<file path="config.mk">
export PLATFORM = sky130hd
export DESIGN_NAME = fplf_ctrl
export DESIGN_NICKNAME = d
export VERILOG_FILES = /design/src/fplf_pkg.sv /design/src/fplf_ctrl.sv
export SDC_FILE = /design/constraint.sdc
export NUM_CORES = 1
export LEC_CHECK = 0
export BUFFER_PORTS_ARGS = -buffer_cell sky130_fd_sc_hd__buf_2
export CORE_AREA = 8 8 48 66
export CTS_CLUSTER_SIZE = 16
export DETAILED_ROUTE_END_ITERATION = 7
export DIE_AREA = 0 0 56 74
export MAX_ROUTING_LAYER = met4
export PLACE_DENSITY = 0.8
export SETUP_SLACK_MARGIN = 0.2
export SLEW_MARGIN = 25
export SYNTH_ARGS = -nofsm -noshare
export SYNTH_HDL_FRONTEND = slang
export SYNTH_SLANG_ARGS = --single-unit
</file>
<file path="constraint.sdc">
create_clock -name i_clk -period 1.7 [get_ports i_clk]
set_input_delay 0 -clock i_clk [delete_from_list [all_inputs] [get_ports i_clk]]
set_output_delay 0 -clock i_clk [all_outputs]
set_load 0.01 [all_outputs]
</file>
<file path="src/fplf_pkg.sv">
// Shared types, widths and command codes for the four-plane track line fit.
// No dependencies; used by every module of the block by scoped names.
package fplf_pkg;

    localparam int MAX_HITS        = 8;
    localparam int SLOPE_FRAC_BITS = 16;
    localparam int NUM_PLANES      = 4;

    localparam int IDX_W   = 3;
    localparam int CNT_W   = 4;
    localparam int PLANE_W = 3;
    localparam int Z_W     = 12;
    localparam int XY_W    = 16;
    localparam int T_W     = 20;
    localparam int V_W     = 20;
    localparam int HIT_W   = 2 * XY_W + T_W;
    localparam int CFG_IDX_W  = 8;
    localparam int CFG_DATA_W = 16;
    localparam int ICPT_W  = 24;
    localparam int SLOPE_W = 24;
    localparam int SLOW_W  = 32;

    // Fit sums
    localparam int SZ_W  = 14;
    localparam int SZZ_W = 26;
    localparam int D_W   = 28;
    localparam int SV_W  = 22;
    localparam int ZV_W  = 33;
    localparam int SZV_W = 35;
    localparam int NS_W  = 38;
    localparam int P1_W  = SZZ_W + SV_W + 1;
    localparam int NI_W  = SZ_W + SZV_W + 1;
    localparam int NUM_W = (NS_W + SLOPE_FRAC_BITS > NI_W) ? NS_W + SLOPE_FRAC_BITS : NI_W;
    localparam int DVW   = NUM_W + 1;
    localparam int DVS_W = D_W + 1;
    localparam int DCW   = $clog2(DVW + 1);

    localparam logic [CFG_IDX_W-1:0] CFG_PLANE1_HEIGHT = 8'd0;
    localparam logic [CFG_IDX_W-1:0] CFG_PLANE2_HEIGHT = 8'd1;
    localparam logic [CFG_IDX_W-1:0] CFG_PLANE3_HEIGHT = 8'd2;
    localparam logic [CFG_IDX_W-1:0] CFG_PLANE4_HEIGHT = 8'd3;

    localparam logic [Z_W-1:0] PLANE1_RST = 12'd0;
    localparam logic [Z_W-1:0] PLANE2_RST = 12'd522;
    localparam logic [Z_W-1:0] PLANE3_RST = 12'd902;
    localparam logic [Z_W-1:0] PLANE4_RST = 12'd1739;

    localparam logic [1:0] COORD_X = 2'd0;
    localparam logic [1:0] COORD_Y = 2'd1;
    localparam logic [1:0] COORD_T = 2'd2;

    typedef enum logic [4:0] {
        OP_NONE,
        OP_PRE_CLR,
        OP_SZZ_MAC,
        OP_DEN,
        OP_FIRST,
        OP_SV,
        OP_SZV_MAC,
        OP_NUM_S,
        OP_NUM_I1,
        OP_NUM_I2,
        OP_DIV_S,
        OP_DIV_I,
        OP_STORE_S,
        OP_STORE_I,
        OP_EMIT,
        OP_NEXT,
        OP_CLEAR
    } t_op;

    typedef struct packed {
        t_op        op;
        logic [1:0] sel;
        logic [1:0] coord;
        logic       rd_en;
        logic [1:0] rd_sel;
        logic       cap_en;
        logic [1:0] cap_sel;
    } t_cmd;

    typedef struct packed {
        logic exists;
        logic last;
        logic div_done;
    } t_status;

endpackage

</file>
<file path="src/fplf_ctrl.sv">
// Controller: sequences the per-event setup and the per-track fit steps.
// Depends on fplf_pkg for command and status types.
module fplf_ctrl (
    input  logic              i_clk,
    input  logic              i_rst_n,
    input  logic              i_start,
    input  logic              i_last_hit,
    input  fplf_pkg::t_status i_status,
    output logic              o_busy,
    output fplf_pkg::t_cmd    o_cmd
);

    typedef enum logic [4:0] {
        S_IDLE, S_PRE, S_SZZ, S_DEN, S_FIRST, S_LOAD, S_SV, S_SZV, S_NUMS,
        S_NUMI1, S_NUMI2, S_DIVS, S_WAITS, S_DIVI, S_WAITI, S_EMIT, S_NEXT, S_DONE
    } t_state;

    t_state     r_state, n_state;
    logic [2:0] r_step, n_step;
    logic [1:0] r_coord, n_coord;
    logic       r_busy;

    always_comb begin
        o_cmd       = '0;
        o_cmd.op    = fplf_pkg::OP_NONE;
        o_cmd.coord = r_coord;
        o_cmd.sel   = r_step[1:0];
        n_state     = r_state;
        n_step      = r_step;
        n_coord     = r_coord;
        unique case (r_state)
            S_IDLE: begin
                if (i_start && !r_busy && i_last_hit) begin
                    n_state = S_PRE;
                end
            end
            S_PRE: begin
                o_cmd.op = fplf_pkg::OP_PRE_CLR;
                n_state  = S_SZZ;
                n_step   = '0;
            end
            S_SZZ: begin
                o_cmd.op = fplf_pkg::OP_SZZ_MAC;
                n_step   = r_step + 1'b1;
                if (r_step == 3'd3) begin
                    n_state = S_DEN;
                end
            end
            S_DEN: begin
                o_cmd.op = fplf_pkg::OP_DEN;
                n_state  = S_FIRST;
            end
            S_FIRST: begin
                o_cmd.op = fplf_pkg::OP_FIRST;
                n_step   = '0;
                n_state  = i_status.exists ? S_LOAD : S_DONE;
            end
            S_LOAD: begin
                // read one hit a cycle, capture the previous read
                o_cmd.rd_en   = (r_step < 3'd4);
                o_cmd.rd_sel  = r_step[1:0];
                o_cmd.cap_en  = (r_step != 3'd0);
                o_cmd.cap_sel = r_step[1:0] - 1'b1;
                n_step        = r_step + 1'b1;
                if (r_step == 3'd4) begin
                    n_state = S_SV;
                    n_coord = fplf_pkg::COORD_X;
                end
            end
            S_SV: begin
                o_cmd.op = fplf_pkg::OP_SV;
                n_step   = '0;
                n_state  = S_SZV;
            end
            S_SZV: begin
                o_cmd.op = fplf_pkg::OP_SZV_MAC;
                n_step   = r_step + 1'b1;
                if (r_step == 3'd3) begin
                    n_state = S_NUMS;
                end
            end
            S_NUMS: begin
                o_cmd.op = fplf_pkg::OP_NUM_S;
                n_state  = S_NUMI1;
            end
            S_NUMI1: begin
                o_cmd.op = fplf_pkg::OP_NUM_I1;
                n_state  = S_NUMI2;
            end
            S_NUMI2: begin
                o_cmd.op = fplf_pkg::OP_NUM_I2;
                n_state  = S_DIVS;
            end
            S_DIVS: begin
                o_cmd.op = fplf_pkg::OP_DIV_S;
                n_state  = S_WAITS;
            end
            S_WAITS: begin
                if (i_status.div_done) begin
                    o_cmd.op = fplf_pkg::OP_STORE_S;
                    n_state  = S_DIVI;
                end
            end
            S_DIVI: begin
                o_cmd.op = fplf_pkg::OP_DIV_I;
                n_state  = S_WAITI;
            end
            S_WAITI: begin
                if (i_status.div_done) begin
                    o_cmd.op = fplf_pkg::OP_STORE_I;
                    if (r_coord == fplf_pkg::COORD_T) begin
                        n_state = S_EMIT;
                    end else begin
                        n_coord = r_coord + 1'b1;
                        n_state = S_SV;
                    end
                end
            end
            S_EMIT: begin
                o_cmd.op = fplf_pkg::OP_EMIT;
                n_state  = i_status.last ? S_DONE : S_NEXT;
            end
            S_NEXT: begin
                o_cmd.op = fplf_pkg::OP_NEXT;
                n_step   = '0;
                n_state  = S_LOAD;
            end
            S_DONE: begin
                o_cmd.op = fplf_pkg::OP_CLEAR;
                n_state  = S_IDLE;
            end
            default: n_state = S_IDLE;
        endcase
    end

    always_ff @(posedge i_clk) begin
        if (!i_rst_n) begin
            r_state <= S_IDLE;
            r_step  <= '0;
            r_coord <= '0;
            r_busy  <= 1'b0;
        end else begin
            r_state <= n_state;
            r_step  <= n_step;
            r_coord <= n_coord;
            r_busy  <= (n_state != S_IDLE);
        end
    end

    assign o_busy = r_busy;

endmodule

</file>
# Yosys cells after proc, flatten, opt, wreduce, memory -nomap -nowiden
# Index checks and enable logic that the tools add are counted.
dict set report word_totals {
  register_bits 11
  output_inout_bits 16
  elab_cells 61
}
dict set report classes {
  n_addsub 3
  magnitude_cmp 1
  n_eq_ne 23
  mux 19
  reduce_logical 11
}
# operator count
set ops {}
lappend ops {{one-hot mux 5 bit (17 select lines)} 1}
lappend ops {{one-hot mux 5 bit (16 select lines)} 1}
lappend ops {{equality test 5 x 4 -> 1 bit (second input constant)} 8}
lappend ops {{two-way mux 5 bit} 7}
lappend ops {{equality test 5 x 3 -> 1 bit (second input constant)} 4}
lappend ops {{two-way mux 4 bit} 3}
lappend ops {{equality test 5 x 2 -> 1 bit (second input constant)} 2}
lappend ops {{equality test 5 bit (second input constant)} 2}
lappend ops {{two-way mux 2 bit} 3}
lappend ops {{two-way mux 6 bit} 1}
lappend ops {{inequality test 2 bit (second input constant)} 3}
lappend ops {{one-hot mux 3 bit (2 select lines)} 1}
lappend ops {{equality test 5 x 1 -> 1 bit (second input constant)} 1}
lappend ops {{logical NOT 5 bit} 1}
lappend ops {{nonzero test 5 bit} 1}
lappend ops {{one-hot mux 2 bit (2 select lines)} 1}
lappend ops {{AND reduction 4 bit} 1}
lappend ops {{nonzero test 2 bit} 2}
lappend ops {{OR reduction 4 bit} 1}
lappend ops {{adder 3 x 1 -> 3 bit (second input constant)} 1}
lappend ops {{equality test 3 x 2 -> 1 bit (second input constant)} 1}
lappend ops {{equality test 3 bit (second input constant)} 1}
lappend ops {{< comparator 3 bit (second input constant)} 1}
lappend ops {{nonzero test 3 bit} 1}
lappend ops {{other kinds (7)} 8}

# Longest topological paths before layout
dict set report depth {
  word_depth 6
  depth_mapped 7
  mapped_depth_nobuf 7
}

# Worst setup path before layout
# OpenSTA, ideal clock, no wires.
dict set report synth_timing {
  path_type {flip-flop to flip-flop}
  startpoint {register r_step[0]}
  endpoint {register r_busy (netlist: o_busy)}
  setup_time_ns 0.125
  arrival_ns 1.715
  required_ns 1.575
  path_slack_ns -0.140
  path_stages_with_launch 7
  period_less_slack_ns 1.840
  cell_sequence {dfxtp_1 -> ha_1 -> ha_1 -> mux2_2 -> a32oi_1 -> nand4_1 -> o41a_1}
}
dict set report synth_between {
  elab_chain_len 4
  elab_cells_between_ends 7
  classes_between {2 x eq/ne; 4 x mux; 1 x reduce/logical}
}
# item line
set synth_lines {}
lappend synth_lines {{from (decl)} fplf_ctrl.sv:19} ;# logic [2:0] r_step, n_step;
lappend synth_lines {{from (signal assigned)} fplf_ctrl.sv:144} ;# r_step <= n_step;
lappend synth_lines {{equality test 3 x 2 -> 1 bit or equality test 3 bit (tied branches)} {fplf_ctrl.sv:45, fplf_ctrl.sv:78, fplf_ctrl.sv:65}}
lappend synth_lines {{two-way mux 5 bit (on tied branches)} {fplf_ctrl.sv:78, fplf_ctrl.sv:45, fplf_ctrl.sv:65}}
lappend synth_lines {{one-hot mux 5 bit (17 select lines) (*)} fplf_ctrl.sv:31} ;# unique case (r_state)
lappend synth_lines {{nonzero test 5 bit (*)} fplf_ctrl.sv:146} ;# r_busy <= (n_state != S_IDLE);
lappend synth_lines {{to (signal assigned)} fplf_ctrl.sv:146}
lappend synth_lines {{to (decl)} fplf_ctrl.sv:21} ;# logic r_busy;
# Mark *: on every way between the ends. The rest lies on a longest branch, timed or not.
# A chain may end at the register's enable or synchronous reset.

# Final worst setup path
# Same ends and word-level chain as after synthesis.

==> insert_results.sql <==
INSERT INTO impl_metrics (metric_group, metric, value, unit) VALUES
('setup_path', 'type_of_element_capturing_the_critical_path', 'register', ''),
('sta', 'worst_slew_margin_rel', '76.8', '%'),
('cts', 'clock-root-buffer', 'sky130_fd_sc_hd__clkbuf_4', ''),
('floorplanning', 'floorplan.die_area', '0.00414', 'sq mm'),
('logic_synthesis', 'post_synth_most_frequent_cells', 'sky130_fd_sc_hd__nor2_1, sky130_fd_sc_hd__nand2_1, sky130_fd_sc_hd__dfxtp_1', ''),
('logic_synthesis', 'synth_flop_cell', 'sky130_fd_sc_hd__dfxtp_1', ''),
('placement', 'place.port_buffers', '22', ''),
('final_layout', 'areaGrowthSynthToFinish', '53.6', '%'),
('global_routing', 'grt.overflow.total', '0', ''),
('sta', 'unrepaired_setup_endpoints_after_global_routing', 'true', ''),
('logic_synthesis', 'synthesis.yosys.warnings', '0', ''),
('setup_path', 'cp_data_required_time', '1.85', 'ns'),
('floorplanning', 'design.core.area', '0.00226', 'sq mm'),
('setup_path', 'timing.critical_path.fanout_max', '3', ''),
('floorplanning', 'die_y', '74', 'microns'),
('global_routing', 'grt_pass1_wl', '4.90', 'mm'),
('setup_path', 'worst-endpoint-arrival', '1.91', 'ns'),
('floorplanning', 'floorplan.rows', '21', ''),
('route', 'vias', '1174', ''),
('route', 'ant_nets', '0', ''),
('logic_synthesis', 'yosys.area.top_type', 'sky130_fd_sc_hd__dfxtp_1', ''),
('route', 'routed_wl', '3.22', 'mm'),
('setup_path', 'crit_slowest_cell', 'sky130_fd_sc_hd__dfxtp_4', ''),
('placement', 'globalplace.congestion', '0.911', ''),
('sta', 'timing.final.hold_violations', '0', ''),
('logic_synthesis', 'ys_top_cells_by_area', 'sky130_fd_sc_hd__dfxtp_1, sky130_fd_sc_hd__nor2_1, sky130_fd_sc_hd__ha_1', ''),
('logic_synthesis', 'netlist.area_leader.share', '22.4', '%'),
('setup_path', 'timing.critical_path.cells', 'ha_4 -> ha_4 -> mux2_4 -> a32oi_2 -> nand4_1 -> o41a_1', ''),
('global_routing', 'gr-usage-all-layers', '14.1', '%'),
('cts', 'cts_made_buffers', '3', ''),
('logic_synthesis', 'ys_seq_elements', '11', ''),
('power_and_ir_drop', 'power.leakage', '0.605', 'nW'),
('route', 'drc', '0', ''),
('sta', 'final_critical_path_setup_slack', '-0.0657', 'ns'),
('logic_synthesis', 'yosysMostFrequentCell', 'sky130_fd_sc_hd__nor2_1', ''),
('sta', 'max_clock_freq', '566', 'MHz'),
('sta', 'fin_hold_ws', '0.0302', 'ns'),
('sta', 'min_period_over_period', '104', '%'),
('logic_synthesis', 'yosysUniqueCellTypes', '41', ''),
('cts', 'cts.reportedPaths.clkPinSlew', '0.07', 'ns'),
('run_status', 'violations_in_the_final_reports', 'negative setup slack', ''),
('run', 'cap_violations', '0', ''),
('sta', 'max_slew.worst_pin.slew', '0.345', 'ns'),
('placement', 'dp_hpwl', '2.29', 'mm'),
('logic_synthesis', 'async_reset_ff_share', '0', '%'),
('global_routing', 'number_of_global_route_vias_before_repair', '1190', ''),
('cts', 'clock_tree.buffer_depth', '2', ''),
('global_routing', 'antenna_found_initial', '0', ''),
('route', 'detail_route.iter0.violations', '39', ''),
('logic_synthesis', 'synthCells', '139', ''),
('setup_path', 'setup.worst_path.class', 'reg2reg', ''),
('min_path', 'timing.hold.worst.class', 'in2reg', ''),
('route', 'routedWlPerCell', '15.9', 'microns'),
('floorplanning', 'start_util', '43.5', '%'),
('logic_synthesis', 'synth_fp_nets', '150', ''),
('final_layout', 'layout_nets', '191', ''),
('floorplanning', 'dieWidth', '56', 'microns'),
('route', 'dr.pass1.iters', '4', ''),
('sta', 'final-setup-viol-count', '2', ''),
('cts', 'clock_insertion_delay_worst_skew', '0.26', 'ns'),
('setup_path', 'critical-path-max-stage-delay', '0.35', 'ns'),
('setup_path', 'critical-path-top-cell-by-count', 'sky130_fd_sc_hd__ha_4', ''),
('run_status', 'outcome', 'complete, but fails checks', ''),
('final_layout', 'num_antenna_cells', '0', ''),
('final_layout', 'layout-drive-gt1-share', '50.8', '%'),
('logic_synthesis', 'syn-cell-area', '983', 'sq um'),
('setup_path', 'critPathLaunchType', 'register', ''),
('cts', 'tritoncts_clock_tree', 'done', ''),
('power_and_ir_drop', 'ir_drop', '0.428', 'mV'),
('logic_synthesis', 'sequential_area_share_after_synthesis', '22.4', '%'),
('sta', 'finalWorstPathRequiredPeriod', '1.77', 'ns');
-- final timing paths --
check | from | endpoint | slack [ns] | cells past startpoint
max | r_step[0] | o_busy | -0.07 | 6
min | i_rst_n | r_state[2] | 0.03 | 2
max reg2reg | r_step[0] | o_busy | -0.07 | 6
min reg2reg | r_coord[0] | r_coord[0] | 0.53 | 2
-- cell usage in the layout (no fill, tap or decap), types with 4 or more instances in the layout --
master	Yosys	layout
sky130_fd_sc_hd__nand2_1	13	11
sky130_fd_sc_hd__buf_4	2	17
sky130_fd_sc_hd__a21oi_1	9	6
sky130_fd_sc_hd__dfxtp_1	11	4
sky130_fd_sc_hd__o21ai_1	5	4
sky130_fd_sc_hd__buf_6	0	7
sky130_fd_sc_hd__dfxtp_2	0	4
sky130_fd_sc_hd__nor2_1	14	10
sky130_fd_sc_hd__nand2b_1	6	4
sky130_fd_sc_hd__nor2b_1	5	5
sky130_fd_sc_hd__o21ai_0	6	6
sky130_fd_sc_hd__and2_1	5	4
sky130_fd_sc_hd__buf_2	9	22
-- logic make-up (layout without fill, tap and decap cells) --
kind of cell	after synthesis	count (layout)	synth area share (%)
simple gates	64	64	35.0
compound gates	33	33	21.1
buf+inv	20	60	9.54
flops	11	11	22.4
fa+ha+maj	4	4	5.09
mux	4	4	4.20
xor+xnor	3	3	2.67
-- where the power goes --
part | internal, W | total [W] | switching (W)
Sequential | 0.000265 | 0.000274 | 0.00000937
Combinational | 0.0000812 | 0.000166 | 0.0000843
Clock | 0.0000868 | 0.000167 | 0.0000798
-- worst max-delay path, delay by kind of cell, from the launching register on --
family | cells | cell delay, ns
adder cells (fa/ha/maj) | 2 | 0.33
AO/OA/AOI/OAI | 2 | 0.51
flip-flops | 1 | 0.35
AND/OR/NAND/NOR | 1 | 0.15
multiplexers | 1 | 0.30
-- registers in the layout, indices dropped and copies added, names as in the netlist --
name	flops
o_busy	1
r_step	3
r_coord	2
r_state	5
-- final cells by class --
type	instances	area [sq um]
Sequential cell	11	236
Clock inverter	1	5.00
Tap cell	23	28.8
Inverter	7	28.8
Fill cell	184	749
Clock buffer	3	22.5
Multi-Input combinational cell	108	817
Timing Repair Buffer	49	372
-- stage by stage --
stage	setup WS, ns	utilization [%]	total power (W)	instances	area (sq um)
after global placement	-0.0208	56.3	0.000407	194	1270
after floorplan	0.0280	-	0.000361	139	1010
after CTS	-0.0520	61.2	0.000601	200	1380
after detailed placement	-0.113	56.3	0.000412	194	1270
final	-0.0657	66.8	0.000606	202	1510
after global routing	-0.119	66.8	0.000645	202	1510
-- what timing repair did --
action                                  in CTS  in global routing
pin swaps                                    7                 10
setup buffers                                2                  2
resized for setup                           17                 30
endpoints found under the setup margin      18                 19
hold buffers                                 0                  0
-- layer usage --
layer	up-vias	GRT usage, %	routed length [microns]
met5	-	-	0
met4	0	9.12	110
met3	13	2.90	158
met2	46	25.6	1730
met1	545	13.3	1220
li1	570	-	-
No activity file was read; power rests on OpenSTA's default activity.
